File: src/rtl/assert_macros.svh
// ----------------------------------------------------------------------------
// Assertion macros
// Shared wrappers for the concurrent checks of the image filter.
// ----------------------------------------------------------------------------
`ifndef ASSERT_MACROS_SVH
`define ASSERT_MACROS_SVH

// Property must hold at every rising edge outside reset.
`define CFI_ASSERT(label, clk, rst, prop, msg) \
   label: assert property (@(posedge clk) disable iff (rst) prop) \
      else $error(msg);

// Condition must never be seen at a rising edge outside reset.
`define CFI_ASSERT_NEVER(label, clk, rst, cond, msg) \
   `CFI_ASSERT(label, clk, rst, !(cond), msg)

`endif

File: src/rtl/cfi_pkg.sv
// ----------------------------------------------------------------------------
// Image filter package
// Types, widths and register codes shared by the 3x3 filter modules.
// ----------------------------------------------------------------------------
package cfi_pkg;

   // Field and register widths.
   localparam int PIXEL_W    = 8;
   localparam int COEF_W     = 16;
   localparam int FILT_W     = 28;
   localparam int KROW_W     = 48;
   localparam int GEOM_W     = 8;
   localparam int CSR_IDX_W  = 3;
   localparam int CSR_DATA_W = 48;
   localparam int TAPS       = 3;

   // Output queue geometry.
   localparam int FIFO_DEPTH = 8;
   localparam int FIFO_PTR_W = 3;
   localparam int FIFO_CNT_W = 4;

   // Geometry limits and reset values.
   localparam int               MIN_GEOM   = 3;
   localparam logic [GEOM_W-1:0] DEF_WIDTH  = 8'd100;
   localparam logic [GEOM_W-1:0] DEF_HEIGHT = 8'd100;

   // Item kinds.
   localparam logic KIND_PIXEL = 1'b0;
   localparam logic KIND_DRAIN = 1'b1;

   // Register indexes of the configuration port.
   typedef enum logic [CSR_IDX_W-1:0] {
      REG_FRAME_WIDTH   = 3'd0,
      REG_FRAME_HEIGHT  = 3'd1,
      REG_KERNEL_TOP    = 3'd2,
      REG_KERNEL_MIDDLE = 3'd3,
      REG_KERNEL_BOTTOM = 3'd4
   } csr_index_type;

   typedef logic [PIXEL_W-1:0]        pixel_type;
   typedef logic signed [COEF_W-1:0]  coef_type;
   typedef logic signed [FILT_W-1:0]  filt_type;

   // One window column, top row in element 0.
   typedef pixel_type [TAPS-1:0] column_type;
   // Coefficients for one window column, top row in element 0.
   typedef coef_type [TAPS-1:0]  coef_col_type;

   // One result transaction as held in the output queue.
   typedef struct packed {
      logic signed [FILT_W-1:0] filtered;
      logic                     frame_end;
   } result_type;

   // Handshake between the control logic and the output queue.
   typedef struct packed {
      logic push;
      logic pop;
   } fifo_ctrl_type;

endpackage

File: src/rtl/cfi_out_fifo.sv
// ----------------------------------------------------------------------------
// Output queue
// Small result queue that decouples the filter pipeline from the receiver.
// ----------------------------------------------------------------------------
module cfi_out_fifo import cfi_pkg::*; (
   input  logic                  clock,
   input  logic                  reset,
   input  fifo_ctrl_type         ctrl,
   input  result_type            push_result,
   output result_type            head_result,
   output logic [FIFO_CNT_W-1:0] count
);

   result_type              queue_mem [FIFO_DEPTH];
   logic [FIFO_PTR_W-1:0]   wr_ptr_ff, wr_ptr_in;
   logic [FIFO_PTR_W-1:0]   rd_ptr_ff, rd_ptr_in;
   logic [FIFO_CNT_W-1:0]   count_ff, count_in;

   // Pointer and fill count updates.
   always_comb begin
      wr_ptr_in = ctrl.push ? wr_ptr_ff + FIFO_PTR_W'(1) : wr_ptr_ff;
      rd_ptr_in = ctrl.pop  ? rd_ptr_ff + FIFO_PTR_W'(1) : rd_ptr_ff;
      count_in  = count_ff;
      if (ctrl.push && !ctrl.pop) begin
         count_in = count_ff + FIFO_CNT_W'(1);
      end else if (!ctrl.push && ctrl.pop) begin
         count_in = count_ff - FIFO_CNT_W'(1);
      end
   end

   always_ff @(posedge clock) begin
      if (reset) begin
         wr_ptr_ff <= '0;
         rd_ptr_ff <= '0;
         count_ff  <= '0;
      end else begin
         wr_ptr_ff <= wr_ptr_in;
         rd_ptr_ff <= rd_ptr_in;
         count_ff  <= count_in;
      end
   end

   // Queue storage.
   always_ff @(posedge clock) begin
      if (ctrl.push) begin
         queue_mem[wr_ptr_ff] <= push_result;
      end
   end

   assign head_result = queue_mem[rd_ptr_ff];
   assign count       = count_ff;

endmodule

File: config.mk
export PLATFORM = sky130hd
export DESIGN_NAME = cfi_out_fifo
export DESIGN_NICKNAME = d
export VERILOG_FILES = /design/src/rtl/assert_macros.svh /design/src/rtl/cfi_pkg.sv /design/src/rtl/cfi_out_fifo.sv
export SDC_FILE = /design/constraint.sdc
export NUM_CORES = 1
export LEC_CHECK = 0
export BUFFER_PORTS_ARGS = -buffer_cell sky130_fd_sc_hd__buf_2
export CAP_MARGIN = 20
export CORE_UTILIZATION = 55
export CTS_BUF_LIST = sky130_fd_sc_hd__clkbuf_8
export DETAILED_ROUTE_END_ITERATION = 7
export PLACE_DENSITY = 0.74
export SKIP_LAST_GASP = 1
export SLEW_MARGIN = 5
export SYNTH_ARGS = -nofsm -noshare
export SYNTH_HDL_FRONTEND = slang
export SYNTH_SLANG_ARGS = --single-unit
File: constraint.sdc
create_clock -name clock -period 4 [get_ports clock]
set_input_delay 0.2 -clock clock [delete_from_list [all_inputs] [get_ports clock]]
set_output_delay 0.2 -clock clock [all_outputs]
set_load 0.005 [all_outputs]
# Word-level counts from Yosys, hierarchy flattened

Memories as Yosys holds them, arrays and structs flattened. A register that Yosys moved wholly into a read port is not among the register bits.
Index checks and enable logic that the tools add are counted.

Flip-flop bits (word level): 10
Memory bits (writable): 232
Bits of input ports: 33
Output and inout port bits: 33
Logic and storage cells: 19
Memories kept: 1

Add/subtract/negate cells: 4
Muxes and demuxes: 6
Reduce and logical (&&, ||, !) cells: 5

Memory list:

| memory    | words | bits a word | read ports | clocked after Yosys merged registers in | wr ports | line               | RTL |
|---|---|---|---|---|---|---|---|
| queue_mem | 8     | 29          | 1          | 1                                       | 1        | cfi_out_fifo.sv:14 | `result_type queue_mem [FIFO_DEPTH];` |

Operators with widths:

| operator                                         | count |
|---|---|
| two-way mux 4 bit                                | 2 |
| adder 3 x 1 -> 3 bit, second input constant      | 2 |
| two-way mux 3 bit                                | 2 |
| adder 4 x 1 -> 4 bit, second input constant      | 1 |
| subtractor 4 x 1 -> 4 bit, second input constant | 1 |
| logical AND 1 bit                                | 2 |
| logical NOT 1 bit                                | 2 |
| two-way mux 1 bit                                | 2 |
| nonzero test 2 bit                               | 1 |

# Logic depth before layout (Yosys ltp)

Word-level depth: 4
Mapped depth: 8
Mapped depth without buffers: 8

# Worst setup path after synthesis

OpenSTA, ideal clock, no wires.

Path kind: flip-flop to flip-flop
Start: register wr_ptr_ff[2]
End: memory queue_mem[0][0] (netlist name) (enable)
Setup time: 0.451 ns
Data arrival time: 2.500 ns
Data required time: 3.549 ns
Path slack: 1.049 ns
Cell stages (with the launch flop): 3
Path buffers: 0
Clock period less this slack: 2.951 ns
Cell sequence: dfxtp_1 nand2b_1 nor3_1

RTL lines:

| element                | line               | RTL |
|---|---|---|
| from (decl)            | cfi_out_fifo.sv:15 | `logic [FIFO_PTR_W-1:0] wr_ptr_ff, wr_ptr_in;` |
| from (signal assigned) | cfi_out_fifo.sv:37 | `wr_ptr_ff <= wr_ptr_in;` |
| to (decl)              | cfi_out_fifo.sv:14 |  |

Straight into the memory's write port.

==> run metrics <==
outcome finished clean; normalized max-slew margin 0.2736; WL met1 7419 um; Sink Count 245; pre-CTS setup slack 1.591 ns; TritonCTS clock tree done; final worst path period share 0.7197; share of cells above drive strength 1 0.3664; final critical-path setup slack 1.121 ns; Power Total 0.005352 W; post-synthesis net count 441; Pins Over Slew Limit 0; via count 4314; count of cell types in the netlist 27; Num CTS Buffers 38; pwr/cell area 482.9 mW/mm^2; met3 wire length 742 um; global-route usage over all layers 0.2034; row count 47; Fmax 347.4 MHz; clk_lat worst skew 0.52 ns; Nets 568; Overflow after GRT 0; first-pass GRT wire length 26340 um; Leak 3.749 nW; Worst EP required 3.80 ns; Seq/Total Area, Yosys 0.7671; clk root buf clkbuf_8; antenna diode count 0; P&R area growth vs syn 17.65%; startpoint types register; Final min period 2.879 ns; peak supply drop 0.2461 mV; Arr. time, crit path 2.68 ns; largest net degree at the start of global routing 34; io pins 66; initial antenna violation count 0; CTS resizes 0; RSZ-0062 raised after global routing false; final hold violations 0; Cell Area, Synth 0.009422 sq mm; Initial Util 0.5661; IO buf count 65; met2 WL 8634 um; Final ANT Viol Nets 0; DIE WIDTH 132.9 um; Synth Warn # 0; 1st-iter DRT viols 313; Post-route DRC 0; htree depth 2; final non-filler cell total 774; total die area 0.01766 sq mm; kind of critical path reg -> out; sum of negative setup slack 0 ns; CP max FO 30; Max clock buf depth 3; clock slew seen by the registers of the worst setup and hold paths 0.06 ns; First-pass DRT Iterations 4; final setup violation count 0; count of state elements after synthesis 245; average cell area after synthesis 23.44 sq um; core area 0.01664 sq mm; most common cell after layout, fill and taps aside edfxtp_1; crit path capture type output pin; Placed Cells 675; Top Layer Used met4; Tightest Pin Transition 1.087 ns; Via density 5.574; Die Y 132.9 um; DP HPWL 8939 um; RePlAce Congestion 0.6987; drt total wl 17080 um; Synth Instances 402; max cap viols 0; wire per inst 22.07 um; number of global-route vias before repair 4689; Min-Delay Path Class in -> reg; clk_skew 0.01676 ns; most frequent cells in the layout edfxtp_1 (232), buf_2 (65), clkbuf_8 (44)
[path summary, 6_finish.rpt]
check                             from                    endpoint  slack [ns]  cells after the start
max                           register              head_result[4]        1.12                      4
min                            ctrl[0]                    register        0.05                      3
max reg2reg  wr_ptr_ff[2]$_SDFFE_PP0P_  queue_mem[0][12]$_DFFE_PP_        1.95                      3
min reg2reg  rd_ptr_ff[1]$_SDFFE_PP0P_                    register        0.54                      2
[metal layers]
layer / vias up / track usage
li1: 1943 / -
met4: 0 / 0.07407
met2: 111 / 0.3342
met5: - / 0
met3: 25 / 0.03946
met1: 2235 / 0.2737
[metrics by stage]
stage	utilization	hold slack, ns	cell area (sq um)
3_5_place_dp	0.6006	0.4731	9995
6_report	0.6660	0.04933	11080
5_1_grt	0.6660	0.05733	11080
2_1_floorplan	-	0.2989	9422
4_1_cts	0.6620	0.01902	11020
3_3_place_gp	0.6006	0.4580	9995
[synth_stat cells, drive strengths merged]
cell | instances | share of area
a21oi | 2 | 0.0011
mux2i | 3 | 0.0032
nand2b | 3 | 0.0020
a211oi | 1 | 0.00080
nand2 | 4 | 0.0016
nand3 | 1 | 0.00053
nor3 | 2 | 0.0011
xor2 | 3 | 0.0028
buf | 9 | 0.010
mux2 | 30 | 0.040
dfxtp | 13 | 0.028
inv | 2 | 0.00080
nor2b | 1 | 0.00066
a31oi | 1 | 0.00066
edfxtp | 232 | 0.74
nor2 | 19 | 0.0076
xnor2 | 3 | 0.0028
mux4 | 58 | 0.14
ha | 5 | 0.0066
clkbuf | 9 | 0.0040
fa | 1 | 0.0021
[flip-flops by register name, indices dropped and copies added (netlist names), named ones only]
| register | cells |
|---|---|
| queue_mem | 232 |
| count | 4 |
| rd_ptr_ff | 3 |
| wr_ptr_ff | 3 |
[cell families after synthesis]
logic type,Yosys count,synth area share
adders and majority gates,6,0.008765
buffers and inverters,20,0.01501
and+or+nand+nor,30,0.01341
AOI/OAI and AO/OA,4,0.002524
DFF,245,0.7671
xor gates and xnor gates,6,0.005579
muxes,91,0.1876
[layout make-up]
| type | count | area [sq um] |
|---|---|---|
| Clock buffer | 44 | 605.6 |
| Clock inverter | 21 | 106.4 |
| Fill cell | 1056 | 5558 |
| Inverter | 2 | 7.507 |
| Multi-Input combinational cell | 137 | 2108 |
| Sequential cell | 245 | 7233 |
| Tap cell | 220 | 275.3 |
| Timing Repair Buffer | 105 | 748.2 |
[power breakdown]
part | switching [W] | internal (W)
combinational | 0.000199 | 0.000263
sequential | 0.0000592 | 0.00288
clock | 0.000889 | 0.00106
total | 0.00115 | 0.00420
[critical path, stage by stage, from the launching register on]
cell,delay (ns)
dfxtp_4,0.74
buf_4,0.41
mux4_1,0.60
mux2_2,0.29
buf_2,0.13
[what timing repair did]
item | CTS | global route
hold buffers | 31 | 0
endpoints found under the hold margin | 242 | 0
buffers inserted | 0 | 0
Note: power is estimated with default switching activity, not from simulation.
