## src/rtl/assert_macros.svh

```systemverilog
// ----------------------------------------------------------------------------
// Assertion macros
// Shared wrappers for the concurrent checks of the image filter.
// ----------------------------------------------------------------------------
`ifndef ASSERT_MACROS_SVH
`define ASSERT_MACROS_SVH

// Property must hold at every rising edge outside reset.
`define CFI_ASSERT(label, clk, rst, prop, msg) \
   label: assert property (@(posedge clk) disable iff (rst) prop) \
      else $error(msg);

// Condition must never be seen at a rising edge outside reset.
`define CFI_ASSERT_NEVER(label, clk, rst, cond, msg) \
   `CFI_ASSERT(label, clk, rst, !(cond), msg)

`endif

```

## src/rtl/cfi_pkg.sv

```systemverilog
// ----------------------------------------------------------------------------
// Image filter package
// Types, widths and register codes shared by the 3x3 filter modules.
// ----------------------------------------------------------------------------
package cfi_pkg;

   // Field and register widths.
   localparam int PIXEL_W    = 8;
   localparam int COEF_W     = 16;
   localparam int FILT_W     = 28;
   localparam int KROW_W     = 48;
   localparam int GEOM_W     = 8;
   localparam int CSR_IDX_W  = 3;
   localparam int CSR_DATA_W = 48;
   localparam int TAPS       = 3;

   // Output queue geometry.
   localparam int FIFO_DEPTH = 8;
   localparam int FIFO_PTR_W = 3;
   localparam int FIFO_CNT_W = 4;

   // Geometry limits and reset values.
   localparam int               MIN_GEOM   = 3;
   localparam logic [GEOM_W-1:0] DEF_WIDTH  = 8'd100;
   localparam logic [GEOM_W-1:0] DEF_HEIGHT = 8'd100;

   // Item kinds.
   localparam logic KIND_PIXEL = 1'b0;
   localparam logic KIND_DRAIN = 1'b1;

   // Register indexes of the configuration port.
   typedef enum logic [CSR_IDX_W-1:0] {
      REG_FRAME_WIDTH   = 3'd0,
      REG_FRAME_HEIGHT  = 3'd1,
      REG_KERNEL_TOP    = 3'd2,
      REG_KERNEL_MIDDLE = 3'd3,
      REG_KERNEL_BOTTOM = 3'd4
   } csr_index_type;

   typedef logic [PIXEL_W-1:0]        pixel_type;
   typedef logic signed [COEF_W-1:0]  coef_type;
   typedef logic signed [FILT_W-1:0]  filt_type;

   // One window column, top row in element 0.
   typedef pixel_type [TAPS-1:0] column_type;
   // Coefficients for one window column, top row in element 0.
   typedef coef_type [TAPS-1:0]  coef_col_type;

   // One result transaction as held in the output queue.
   typedef struct packed {
      logic signed [FILT_W-1:0] filtered;
      logic                     frame_end;
   } result_type;

   // Handshake between the control logic and the output queue.
   typedef struct packed {
      logic push;
      logic pop;
   } fifo_ctrl_type;

endpackage

```

## src/rtl/cfi_cell.sv

```systemverilog
// ----------------------------------------------------------------------------
// Window column cell
// Holds one column of the 3x3 window, passes it to the left neighbor on each
// shift and registers the weighted sum of its three pixels.
// ----------------------------------------------------------------------------
module cfi_cell import cfi_pkg::*; (
   input  logic         clock,
   input  logic         shift_en,
   input  column_type   column_from_right,
   input  coef_col_type coef,
   output column_type   column_to_left,
   output filt_type     partial
);

   column_type column_ff, column_in;
   filt_type   partial_ff, partial_in;

   // Column shift and the three products of this column.
   always_comb begin
      logic signed [PIXEL_W+COEF_W:0] prod [TAPS];
      filt_type                       acc;
      column_in = shift_en ? column_from_right : column_ff;
      acc = '0;
      for (int r = 0; r < TAPS; r++) begin
         prod[r] = $signed({1'b0, column_ff[r]}) * coef[r];
         acc = acc + FILT_W'(prod[r]);
      end
      partial_in = acc;
   end

   always_ff @(posedge clock) begin
      column_ff  <= column_in;
      partial_ff <= partial_in;
   end

   assign column_to_left = column_ff;
   assign partial        = partial_ff;

endmodule

```

## config.mk

```make
export PLATFORM = sky130hd
export DESIGN_NAME = cfi_cell
export DESIGN_NICKNAME = d
export VERILOG_FILES = /design/src/rtl/assert_macros.svh /design/src/rtl/cfi_pkg.sv /design/src/rtl/cfi_cell.sv
export SDC_FILE = /design/constraint.sdc
export NUM_CORES = 1
export LEC_CHECK = 0
export ABC_AREA = 0
export BUFFER_PORTS_ARGS = -buffer_cell sky130_fd_sc_hd__buf_2
export CORE_MARGIN = 2
export CORE_UTILIZATION = 35
export CTS_CLUSTER_DIAMETER = 50
export CTS_CLUSTER_SIZE = 8
export DETAILED_ROUTE_END_ITERATION = 10
export PLACE_DENSITY_LB_ADDON = 0.05
export SLEW_MARGIN = 20
export SYNTH_ARGS = -nofsm -noshare
export SYNTH_HDL_FRONTEND = slang
export SYNTH_SLANG_ARGS = --single-unit
```

## constraint.sdc

```tcl
create_clock -name clock -period 7.7 [get_ports clock]
set_input_delay 0.385 -clock clock [delete_from_list [all_inputs] [get_ports clock]]
set_output_delay 0.385 -clock clock [all_outputs]
set_load 0.005 [all_outputs]
```

* After elaboration in Yosys (flattened, before gate mapping) *
Index checks and enable logic that the tools add are counted.

storage, ports and cells
  register bits after elaboration = 51
  latch bits = 0
  bits in writable memories = 0
  memory bits (read-only) = 0
  memories = 0

operators by class
  $add $sub $neg = 2
  $mul = 3
  divide/modulo/power cells = 0
  magnitude comparators = 0
  equal/unequal tests = 0
  shifts and indexed selects = 0
  muxes and demuxes = 0
  bitwise logic cells = 0
  reduce and logical (&&, ||, !) cells = 0

operators by type and width
  cell                         count
  multiplier 9 x 16 -> 25 bit  3
  adder 26 x 25 -> 27 bit      1
  adder 25 x 25 -> 26 bit      1

* Logic depth before layout (Yosys ltp) *
  depth after elaboration = 3
  gate-level depth with buffers = 23
  gate-level depth less buffers = 22

* Worst setup path after synthesis *
OpenSTA, ideal clock, no wires.

  kind = register -> register
  from = reg column_ff, in the netlist column_to_left[3]
  to = reg partial_ff[24], in the netlist partial[24]
  setup time = 123 ps
  arrival = 6,102 ps
  required time = 7,577 ps
  slack = 1,475 ps
  cell stages (with the launch flop) = 21
  path through = edfxtp_1 -> clkbuf_1 -> nand2_1 -> fa_1 -> fa_1 -> fa_1 -> fa_1 -> inv_1 -> fa_1 -> fa_1 -> inv_1 -> fa_1 -> inv_1 -> ha_1 -> buf_4 -> and4_4 -> a41o_1 -> or4_4 -> a31oi_4 -> o31ai_1 -> xnor2_1

on the way
  word-level cells in the longest chain between the ends = 3

RTL lines
  element                      line            text
  start: declaration           cfi_cell.sv:15  column_type column_ff, column_in;
  start signal: assignment     cfi_cell.sv:32  column_ff <= column_in;
  multiplier 9 x 16 -> 25 bit  cfi_cell.sv:25  prod[r] = $signed({1'b0, column_ff[r]}) * coef[r];
  adder 25 x 25 -> 26 bit      cfi_cell.sv:26  acc = acc + FILT_W'(prod[r]);
  adder 26 x 25 -> 27 bit      cfi_cell.sv:26
  via partial_in[24]           cfi_cell.sv:16  filt_type partial_ff, partial_in;
  end signal: assignment       cfi_cell.sv:33  partial_ff <= partial_in;
  end: declaration             cfi_cell.sv:16

The timed path passes the listed nets, and every way through them passes these cells.
A chain may end at the register's enable or synchronous reset.

* Final worst setup path *
  from = reg column_ff, in the netlist column_to_left[3]
  to = reg partial[26] (netlist name)

on the way
  word-level cells in the longest chain between the ends = 3

RTL lines
  element                      line
  multiplier 9 x 16 -> 25 bit  cfi_cell.sv:25
  adder 25 x 25 -> 26 bit      cfi_cell.sv:26
  adder 26 x 25 -> 27 bit      cfi_cell.sv:26
  via partial_in[26]           cfi_cell.sv:16

The timed path passes the listed nets, and every way through them passes these cells.

==> PnR_summary.wiki <==
{| class="wikitable"
! Metric !! Value
|-
| Number of nets with antenna violations after routing || 0
|-
| Pin count of the biggest net entering global routing || 25
|-
| Total Wirelength || between 30,000 and 40,000 um
|-
| Fin worst setup slack || slightly above 0.8 ns
|-
| Per-instance average area after synthesis || approximately 9.5 sq um
|-
| Wire length of the first global-routing pass || ~65,000 um
|-
| CTS H-Tree Depth || 2
|-
| Site row count || between 70 and 80
|-
| Inserted Diodes || 0
|-
| Max Clock Freq || approximately 150 MHz
|-
| Worst Path Max Fanout || 17
|-
| Port Buffer Count || between 100 and 150
|-
| Number of buffers created by CTS || 5
|-
| Worst EP required || between 7 and 8 ns
|-
| Die Outline Area || roughly 47,000 sq um
|-
| Area delta synth->final || 9.037%
|-
| Total routing usage reported by global routing || a little under a fifth
|-
| Slew at the pin with the worst max-slew slack || between 1 and 1.5 ns
|-
| Pre-CTS setup slack || 0.8117 ns
|-
| WS Path Type || reg2reg
|-
| Gp weighted congestion || 0.8206
|-
| Status || finished, final reports clean
|-
| Setup repair after global routing missed its margin || no
|-
| Yosys top cell by area || fa_1
|-
| Netlist area before placement || 15,720 sq um
|-
| Endpoint class of the critical path || flip-flop
|-
| Crit path DAT || 7.10 ns
|-
| Number of global-route vias before repair || between 10k and 15k
|-
| Share of synthesized area occupied by flip-flops and latches || between 8 and 9%
|-
| Count of hold-fix buffers inserted at cts || 0
|-
| Most frequent cells in the layout || inv_1, fa_1, nand2_1, and2_1, buf_2
|-
| Count of mapped cells out of synthesis || 1,649
|-
| Netlist cell types || 47
|-
| Most used cell, CP || fa_1
|-
| Clock tree buffer depth || 2
|-
| Number of setup buffers added after CTS || 0
|-
| Total core area || 44,220 sq um
|-
| Number of ports placed on the die boundary || roughly 130
|-
| Number of clock sinks seen by CTS || 51
|-
| CTS tree || built
|-
| Width of the die || between 200 and 250 um
|-
| Height of the chip || ~220 um
|-
| Starting utilization of the core area || 35.54%
|-
| Top cell type's share of synthesized area || between 50 and 60%
|-
| Count of synthesis-stage warnings from yosys || 0
|-
| Worst Skew || between 0.02 and 0.03 ns
|-
| Antenna violations before repair || 0
|-
| CP startpoint kind || flip-flop
|-
| Layout cell share with drive strength beyond 1 || 8.200%
|-
| Clock insertion delay at the later pin of the skew report || about 0.34 ns
|-
| Number of enable-type register cells in the synthesized netlist || 24
|-
| Final setup viols || 0
|-
| Number of endpoints with negative hold slack in the final report || 0
|-
| Post-detail-place hpwl || 35,410 um
|-
| Worst slew margin relative to its limit || 31.38%
|-
| Number of max-capacitance violations reported || 0
|-
| Synthesized net count || roughly 2.2k
|-
| DR vias/cell || 4.543
|-
| Initial DRT Pass Iterations || 5
|-
| Post-cts resize count || 0
|-
| Worst Hold Margin || 0.2074 ns
|-
| Top cells by area in the synthesized netlist || fa_1, inv_1, ha_1
|-
| Min Clock Period, post-route || between 6 and 7 ns
|-
| Overall via count from detail_route || ~11k
|-
| Commonest non-fill, non-tap cell in the layout || inv_1
|-
| Total overflow reported by the global router || 0
|-
| Fin Setup TNS || 0 ns
|-
| Critical Path Slowest Stage Cell || edfxtp_1
|-
| Clock root buffer master || clkbuf_16
|-
| DRC violations left || 0
|-
| Post-synthesis sequential element count || 51
|-
| Final worst path period share || between 80 and 90%
|-
| Delay of the slowest cell on the worst path || roughly 0.76 ns
|-
| Async S/R FF share, synth || 0%
|-
| Average detailed-routed wire length per instance || 16.97 um
|-
| Series of cell instances along the critical path || nand2_1, inv_1, fa_1, fa_1, inv_1, fa_1, fa_1, fa_1, fa_1, fa_1, inv_1, ha_1, a21oi_1, o211ai_1, or4_4, a31oi_4, o31ai_1, xnor2_1
|-
| Min-delay worst type || in2reg
|-
| Number of nets in the layout || between 2k and 2.5k
|-
| Post-synth top flop || dfxtp_1
|-
| Register clock-pin slew on the reported worst setup and hold paths || 0.10 ns
|-
| First-iteration detailed-routing DRC count || 421
|-
| Max-slew violations || 0
|}
-- metal layers --
layer | global-route usage [%] | wire length [um]
met1 | 21.80 | 15480
met2 | 35.77 | 22760
met3 | 1.621 | 935
met4 | 3.836 | 665
met5 | 0 | 0
-- cell families (layout without fill, tap and decap cells) --
kind of cell,Yosys count,after routing,synth area share [%]
buf+inv,541,648,13.03
compound gates,71,71,3.017
xor+xnor,31,31,1.728
flops,51,51,8.025
fa+ha+maj,523,523,60.80
simple gates,432,432,13.40
-- layout make-up --
cell class / count / area [sq um]
Tap cell: 592 / 740.7
Fill cell: 4601 / 27090
Multi-Input combinational cell: 1057 / 12410
Clock inverter: 2 / 17.52
Inverter: 509 / 1911
Clock buffer: 6 / 128.9
Timing Repair Buffer: 131 / 670.6
Sequential cell: 51 / 1261
-- path summary, 6_finish.rpt --
kind         cells past startpoint                  start            endpoint  slack (ns)
min reg2reg                      2      column_to_left[0]          partial[0]        1.20
max                             18      column_to_left[3]         partial[26]        0.81
max reg2reg                     18      column_to_left[3]         partial[26]        0.81
min                              1  column_from_right[23]  column_to_left[23]        0.21
-- per-stage QoR --
| stage | utilization, % | area, sq um | instances |
|---|---|---|---|
| after floorplan | - | 15720 | 1649 |
| after global placement | 38.42 | 16990 | 2340 |
| after detailed placement | 38.42 | 16990 | 2340 |
| after CTS | 38.75 | 17140 | 2348 |
| after global routing | 38.75 | 17140 | 2348 |
| final | 38.75 | 17140 | 2348 |
-- worst max-delay path, delay by kind of cell (launching register included) --
family	cells	cell delay, ns
buf+inv	3	0.30
xor+xnor	1	0.14
fa+ha+maj	8	4.07
compound gates	4	0.75
simple gates	2	0.75
flops	1	0.76
-- registers in the layout, summed over array words and instances, names as in the netlist --
name / flops
column_to_left: 24
partial: 27
-- Yosys cell counts (all sizes together), types with 2 or more instances --
library cell	number
inv	509
fa	401
nand2	226
and2	171
ha	122
a21oi	27
clkbuf	27
dfxtp	27
xnor2	25
edfxtp	24
nor2	13
o21ai	9
xor2	6
a21o	5
a31oi	5
buf	5
and3	4
nand3	4
nand4	4
a21boi	3
nor2b	3
nor3	3
o21bai	3
o31ai	3
a211oi	2
a31o	2
o211ai	2
o22ai	2
Power is not shown: default switching activity piles up to over one toggle a cycle in this logic, so the estimate is an artifact.
