`src/rtl/assert_macros.svh`:
```
// ----------------------------------------------------------------------------
// Assertion macros
// Shared wrappers for the concurrent checks of the image filter.
// ----------------------------------------------------------------------------
`ifndef ASSERT_MACROS_SVH
`define ASSERT_MACROS_SVH

// Property must hold at every rising edge outside reset.
`define CFI_ASSERT(label, clk, rst, prop, msg) \
   label: assert property (@(posedge clk) disable iff (rst) prop) \
      else $error(msg);

// Condition must never be seen at a rising edge outside reset.
`define CFI_ASSERT_NEVER(label, clk, rst, cond, msg) \
   `CFI_ASSERT(label, clk, rst, !(cond), msg)

`endif

```
`src/rtl/cfi_pkg.sv`:
```
// ----------------------------------------------------------------------------
// Image filter package
// Types, widths and register codes shared by the 3x3 filter modules.
// ----------------------------------------------------------------------------
package cfi_pkg;

   // Field and register widths.
   localparam int PIXEL_W    = 8;
   localparam int COEF_W     = 16;
   localparam int FILT_W     = 28;
   localparam int KROW_W     = 48;
   localparam int GEOM_W     = 8;
   localparam int CSR_IDX_W  = 3;
   localparam int CSR_DATA_W = 48;
   localparam int TAPS       = 3;

   // Output queue geometry.
   localparam int FIFO_DEPTH = 8;
   localparam int FIFO_PTR_W = 3;
   localparam int FIFO_CNT_W = 4;

   // Geometry limits and reset values.
   localparam int               MIN_GEOM   = 3;
   localparam logic [GEOM_W-1:0] DEF_WIDTH  = 8'd100;
   localparam logic [GEOM_W-1:0] DEF_HEIGHT = 8'd100;

   // Item kinds.
   localparam logic KIND_PIXEL = 1'b0;
   localparam logic KIND_DRAIN = 1'b1;

   // Register indexes of the configuration port.
   typedef enum logic [CSR_IDX_W-1:0] {
      REG_FRAME_WIDTH   = 3'd0,
      REG_FRAME_HEIGHT  = 3'd1,
      REG_KERNEL_TOP    = 3'd2,
      REG_KERNEL_MIDDLE = 3'd3,
      REG_KERNEL_BOTTOM = 3'd4
   } csr_index_type;

   typedef logic [PIXEL_W-1:0]        pixel_type;
   typedef logic signed [COEF_W-1:0]  coef_type;
   typedef logic signed [FILT_W-1:0]  filt_type;

   // One window column, top row in element 0.
   typedef pixel_type [TAPS-1:0] column_type;
   // Coefficients for one window column, top row in element 0.
   typedef coef_type [TAPS-1:0]  coef_col_type;

   // One result transaction as held in the output queue.
   typedef struct packed {
      logic signed [FILT_W-1:0] filtered;
      logic                     frame_end;
   } result_type;

   // Handshake between the control logic and the output queue.
   typedef struct packed {
      logic push;
      logic pop;
   } fifo_ctrl_type;

endpackage

```
`src/rtl/cfi_line_buffer.sv`:
```
// ----------------------------------------------------------------------------
// Line buffer
// One image row of pixels, one write and one registered read per cycle.
// ----------------------------------------------------------------------------
module cfi_line_buffer import cfi_pkg::*; #(
   parameter int DEPTH  = 128,
   parameter int ADDR_W = 7
) (
   input  logic              clock,
   input  logic              wr_en,
   input  logic [ADDR_W-1:0] wr_addr,
   input  pixel_type         wr_data,
   input  logic              rd_en,
   input  logic [ADDR_W-1:0] rd_addr,
   output pixel_type         rd_data
);

   pixel_type line_mem [DEPTH];
   pixel_type rd_data_ff;

   // Write port and registered read port; a read sees the old contents.
   always_ff @(posedge clock) begin
      if (wr_en) begin
         line_mem[wr_addr] <= wr_data;
      end
      if (rd_en) begin
         rd_data_ff <= line_mem[rd_addr];
      end
   end

   assign rd_data = rd_data_ff;

endmodule

```
`config.mk`:
```
export PLATFORM = sky130hd
export DESIGN_NAME = cfi_line_buffer
export DESIGN_NICKNAME = d
export VERILOG_FILES = /design/src/rtl/assert_macros.svh /design/src/rtl/cfi_pkg.sv /design/src/rtl/cfi_line_buffer.sv
export SDC_FILE = /design/constraint.sdc
export NUM_CORES = 1
export LEC_CHECK = 0
export CORE_MARGIN = 8
export CORE_UTILIZATION = 25
export CTS_CLUSTER_DIAMETER = 120
export DETAILED_ROUTE_END_ITERATION = 8
export DONT_BUFFER_PORTS = 1
export GPL_ROUTABILITY_DRIVEN = 0
export GPL_TIMING_DRIVEN = 0
export SETUP_SLACK_MARGIN = 0.02
export SYNTH_ARGS = -nofsm -noshare
export SYNTH_HDL_FRONTEND = slang
export SYNTH_SLANG_ARGS = --single-unit
export TNS_END_PERCENT = 10
```
`constraint.sdc`:
```
create_clock -name clock -period 7.78 [get_ports clock]
set_input_delay 1.945 -clock clock [delete_from_list [all_inputs] [get_ports clock]]
set_output_delay 1.945 -clock clock [all_outputs]
set_load 0.1 [all_outputs]
```
=== Word level (Yosys, flattened, before mapping) ===
Memories as Yosys holds them, arrays and structs flattened. A register that Yosys moved wholly into a read port is not among the register bits.
Index checks and enable logic that the tools add are counted.

* Bits in registers: 0
* Latch bits: 0
* Bits in writable memories: 1024
* Bits in read-only memories: 0
* Input port bits: 25
* Output and inout port bits: 8
* Logic and storage cells: 3
* Memories: 1

* $add $sub $neg: 0
* Multiply operators: 0
* Divide/modulo/power cells: 0
* Order comparisons: 0
* Equal/unequal tests: 0
* Shifts and indexed selects: 0
* Mux-type cells: 2
* Bitwise logic cells: 0
* Reductions and logical operators: 0

{| class="wikitable"
|+ Memory list
! memory !! words !! bits a word !! read ports !! clocked after memory_dff !! write ports !! RTL line !! text
|-
| line_mem || 128 || 8 || 1 || 1 || 1 || cfi_line_buffer.sv:18 || <nowiki>pixel_type line_mem [DEPTH];</nowiki>
|}

{| class="wikitable"
|+ Operators by type and width
! operator !! number
|-
| 2-to-1 mux 1 bit || 2
|}

=== Longest topological paths before layout ===
* Depth after elaboration: 2
* Mapped depth: 7

=== Worst setup path before layout ===
No wires, ideal clock.

* Path type: input port to flip-flop
* Start: in rd_addr[0]
* End: reg rd_data_ff[0], in the netlist rd_data[0], read port of line_mem (data pin)
* Library setup time: 260 ps
* Arrival: 4329 ps
* Slack: 3192 ps
* Cell stages on the path: 6
* Path buffers: 2
* Cell sequence: clkbuf_1 buf_1 mux4_2 mux4_2 mux4_2 mux2_2

{| class="wikitable"
|+ RTL lines
! what !! RTL line !! text
|-
| from (decl) || cfi_line_buffer.sv:14 || <nowiki>input logic [ADDR_W-1:0] rd_addr,</nowiki>
|-
| to (decl) || cfi_line_buffer.sv:19 || <nowiki>pixel_type rd_data_ff;</nowiki>
|}

==> impl_metrics.prom <==
# TYPE chip_impl_metric gauge
chip_impl_metric{name="routed_via_density",unit=""} 4.57
chip_impl_metric{name="p_sw_frac",unit=""} 0.204
chip_impl_info{name="rsz0062_at_grt",value="false"} 1
chip_impl_info{name="run_status",value="complete, but fails checks"} 1
chip_impl_info{name="hp-class",value="flip-flop to flip-flop"} 1
chip_impl_info{name="cp-start-kind",value="input pin"} 1
chip_impl_metric{name="ioPinCount",unit=""} 33
chip_impl_metric{name="drv.max_cap_violation_count",unit=""} 2
chip_impl_metric{name="powerDensity",unit="nW/um^2"} 253
chip_impl_metric{name="number_of_warning_messages_in_the_yosys_log",unit=""} 0
chip_impl_metric{name="synth-compound-area-share",unit=""} 0
chip_impl_metric{name="cts_sinks",unit=""} 1032
chip_impl_metric{name="max_slew.worst_pin.slew",unit="ps"} 1620
chip_impl_metric{name="clock_power_share",unit=""} 0.424
chip_impl_metric{name="dieArea",unit="sq um"} 172000
chip_impl_metric{name="holdBufCountCts",unit=""} 0
chip_impl_info{name="cp_cell_instances",value="clkbuf_1, clkbuf_1, mux4_2, mux4_2, mux2_2"} 1
chip_impl_metric{name="post_synth_fa_ha_maj_area_fraction",unit=""} 0
chip_impl_metric{name="combPwrFrac",unit=""} 0.042
chip_impl_metric{name="antenna_found_initial",unit=""} 11
chip_impl_metric{name="place_hpwl",unit="mm"} 62.6
chip_impl_metric{name="synth_area",unit="sq um"} 39700
chip_impl_metric{name="drive_gt1_frac",unit=""} 0.284
chip_impl_info{name="failed_checks",value="max-capacitance violations, max-slew violations"} 1
chip_impl_metric{name="synth_cells",unit=""} 1635
chip_impl_metric{name="timing_hold_violations_final",unit=""} 0
chip_impl_metric{name="yosys.area_share.xor_xnor",unit=""} 0
chip_impl_metric{name="cts_post_setup_buffers_inserted",unit=""} 0
chip_impl_info{name="critical_path_class",value="input pin to flip-flop"} 1
chip_impl_metric{name="synth_seq_area_share",unit=""} 0.780
chip_impl_metric{name="slowest_delay",unit="ps"} 970
chip_impl_metric{name="layout_min_cycle_time",unit="ps"} 4990
chip_impl_info{name="cp_slowest_cell",value="sky130_fd_sc_hd__clkbuf_1"} 1
chip_impl_metric{name="synth.ff_latch_count",unit=""} 1032
chip_impl_metric{name="ir_drop",unit="V"} 0.000171
chip_impl_metric{name="layout-area-overhead-vs-synth",unit="%"} 15.2
chip_impl_metric{name="worst_setup_hold_path_clk_slew",unit="ps"} 60
chip_impl_metric{name="detail_route.wirelength",unit="mm"} 95.4
chip_impl_info{name="worst_path_dominant_cell_family",value="buffers and inverters"} 1
chip_impl_metric{name="largest_net_degree_at_the_start_of_global_routing",unit=""} 129
chip_impl_info{name="combinational_family_with_the_most_area_after_synthesis",value="multiplexers"} 1
chip_impl_metric{name="setup_viol",unit=""} 0
chip_impl_metric{name="fmax",unit="GHz"} 0.201
chip_impl_metric{name="cp_data_arrival_time",unit="ps"} 5390
chip_impl_info{name="setup.worst_path.end_class",value="flip-flop"} 1
chip_impl_metric{name="vias",unit=""} 17900
chip_impl_metric{name="grt_remaining_overflow",unit=""} 0
chip_impl_metric{name="p_int",unit="W"} 0.00923
chip_impl_metric{name="track_usage",unit=""} 0.106
chip_impl_metric{name="effective_utilization_at_floorplan",unit=""} 0.251
chip_impl_metric{name="net-switching-power",unit="W"} 0.00236
chip_impl_metric{name="synth.mux.area_fraction",unit=""} 0.193
chip_impl_metric{name="antenna_left",unit=""} 0
chip_impl_metric{name="final-max-slew-violation-count",unit=""} 22
chip_impl_metric{name="clock_tree.htree_level_count",unit=""} 3
chip_impl_info{name="tritoncts",value="built"} 1
chip_impl_metric{name="numCtsBuffers",unit=""} 103
chip_impl_metric{name="std_cell_rows",unit=""} 146
chip_impl_metric{name="first_iter_violations",unit=""} 2604
chip_impl_metric{name="final.setup_skew",unit="ps"} 18.2
chip_impl_metric{name="power.share.sequential",unit=""} 0.534
chip_impl_metric{name="fin_tns_setup",unit="ps"} 0
chip_impl_metric{name="holdWs",unit="ps"} 1290
chip_impl_metric{name="post_cts_resized",unit=""} 0
chip_impl_metric{name="grt_first_pass_wirelength",unit="mm"} 134
chip_impl_metric{name="wl_per_cell",unit="um"} 24.4
chip_impl_metric{name="final_min_period_over_clock_period",unit=""} 0.641
chip_impl_metric{name="syn-num-nets",unit=""} 1660
chip_impl_metric{name="placeableCoreArea",unit="sq um"} 158000
chip_impl_metric{name="port_buffers",unit=""} 0
chip_impl_metric{name="chipWidth",unit="um"} 415
chip_impl_metric{name="worst_slew_margin_rel",unit=""} -0.0813
chip_impl_info{name="cts-root-buf",value="sky130_fd_sc_hd__clkbuf_16"} 1
chip_impl_metric{name="crit_fanout",unit=""} 10
chip_impl_metric{name="nets",unit=""} 1768
chip_impl_metric{name="avgSynthCellArea",unit="sq um"} 24.3
chip_impl_metric{name="detail_route.first_pass.iterations",unit=""} 5
chip_impl_metric{name="worst_skew_pair.late_latency",unit="ps"} 660
chip_impl_metric{name="die_h",unit="um"} 415
chip_impl_metric{name="synth.lib_cells_used.distinct",unit=""} 16
chip_impl_metric{name="grt_pass1_vias",unit=""} 18300
chip_impl_metric{name="synth_simple_gate_area_share",unit=""} 0.0175
chip_impl_metric{name="cp_data_required_time",unit="ps"} 8190
chip_impl_metric{name="post-route-drc-count",unit=""} 0
chip_impl_metric{name="fillers",unit=""} 15100
chip_impl_metric{name="critPathBufInv",unit=""} 2
chip_impl_metric{name="max-clock-path-buffers",unit=""} 3
chip_impl_metric{name="power.static_leakage",unit="nW"} 13.4
-- flip-flops by register name (all words and copies together), names as in the netlist --
name,cells
rd_data,8
line_mem,1024
-- per-layer routing --
metal  vias up  global-route usage  routed length, um
li1       7269                   -                  -
met2       783               0.180              47400
met1      9672               0.138              37600
met5         -                   0                 13
met3       134              0.0193               7240
met4         2              0.0380               3150
-- worst register-to-register path, stage by stage, from the launching register on --
cell and delay, ps:
sky130_fd_sc_hd__edfxtp_1 370, sky130_fd_sc_hd__mux4_2 490, sky130_fd_sc_hd__mux4_2 620, sky130_fd_sc_hd__mux4_2 550
sky130_fd_sc_hd__mux2_2 320
-- path summary, 6_finish.rpt --
kind,start,end,slack (ps),cells past startpoint
max,rd_addr[1],rd_data[2],2790,5
min,line_mem[39][1],rd_data[1],1290,4
max reg2reg,line_mem[86][2],rd_data[2],5180,4
min reg2reg,line_mem[39][1],rd_data[1],1290,4
-- cell type report --
class                   instances  area (sq um)  area share
flip-flops and latches       1032         31000       0.677
well taps                    2072          2590      0.0566
repair buffers                  3          40.0    0.000875
clock buffers                 126          2710      0.0591
multi-input cells             514          8380       0.183
diodes                          5          12.5    0.000273
clock inverters                63           658      0.0144
plain buffers                  89           402     0.00877
-- synthesized netlist by cell type --
cell | instances | area [sq um]
sky130_fd_sc_hd__mux4_2 | 336 | 7570
sky130_fd_sc_hd__edfxtp_1 | 1032 | 31000
sky130_fd_sc_hd__or3_1 | 1 | 6.26
sky130_fd_sc_hd__clkbuf_1 | 44 | 165
sky130_fd_sc_hd__buf_2 | 15 | 75.1
sky130_fd_sc_hd__nand2b_1 | 2 | 12.5
sky130_fd_sc_hd__nand3_1 | 12 | 60.1
sky130_fd_sc_hd__nor2_1 | 122 | 458
sky130_fd_sc_hd__nor3_1 | 9 | 45.0
sky130_fd_sc_hd__buf_4 | 11 | 82.6
sky130_fd_sc_hd__nand4_1 | 3 | 18.8
sky130_fd_sc_hd__buf_1 | 18 | 67.6
sky130_fd_sc_hd__nor2b_1 | 7 | 43.8
sky130_fd_sc_hd__nand2_1 | 14 | 52.6
sky130_fd_sc_hd__buf_6 | 1 | 11.3
sky130_fd_sc_hd__mux2_2 | 8 | 90.1
-- per-stage QoR --
stage	instance area, sq um	setup WS [ps]	utilization	power (W)	instances
after floorplan	39700	3190	-	0.00662	1635
after global placement	42300	2150	0.268	0.00678	3707
after detailed placement	42300	2090	0.268	0.00679	3708
after CTS	45700	2820	0.289	0.0117	3897
after global routing	45800	2740	0.289	0.0119	3903
final	45800	2790	0.289	0.0116	3904
-- power by group through the flow --
stage               Sequential, W  Clock, W  Combinational (W)
floorplan                 0.00631         0           0.000311
global placement          0.00630         0           0.000478
detailed placement        0.00631         0           0.000483
CTS                       0.00619   0.00500           0.000484
global route              0.00619   0.00521           0.000499
finish                    0.00619   0.00492           0.000484
-- placed cells by master (no fill, tap or decap), drive strengths merged --
cell / Yosys / layout
buf: 45 / 47
bufinv: 0 / 12
clkbuf: 44 / 171
clkinv: 0 / 45
clkinvlp: 0 / 1
diode: 0 / 5
edfxtp: 1032 / 1032
inv: 0 / 5
mux2: 8 / 8
mux4: 336 / 336
nand2: 14 / 14
nand2b: 2 / 2
nand3: 12 / 12
nand4: 3 / 3
nor2: 122 / 122
nor2b: 7 / 7
nor3: 9 / 9
or3: 1 / 1
-- logic make-up after synthesis --
family                 after synthesis
flip-flops                        1032
buffers and inverters               89
AND/OR/NAND/NOR                    170
multiplexers                       344
Note: power is estimated with default switching activity, not from simulation.
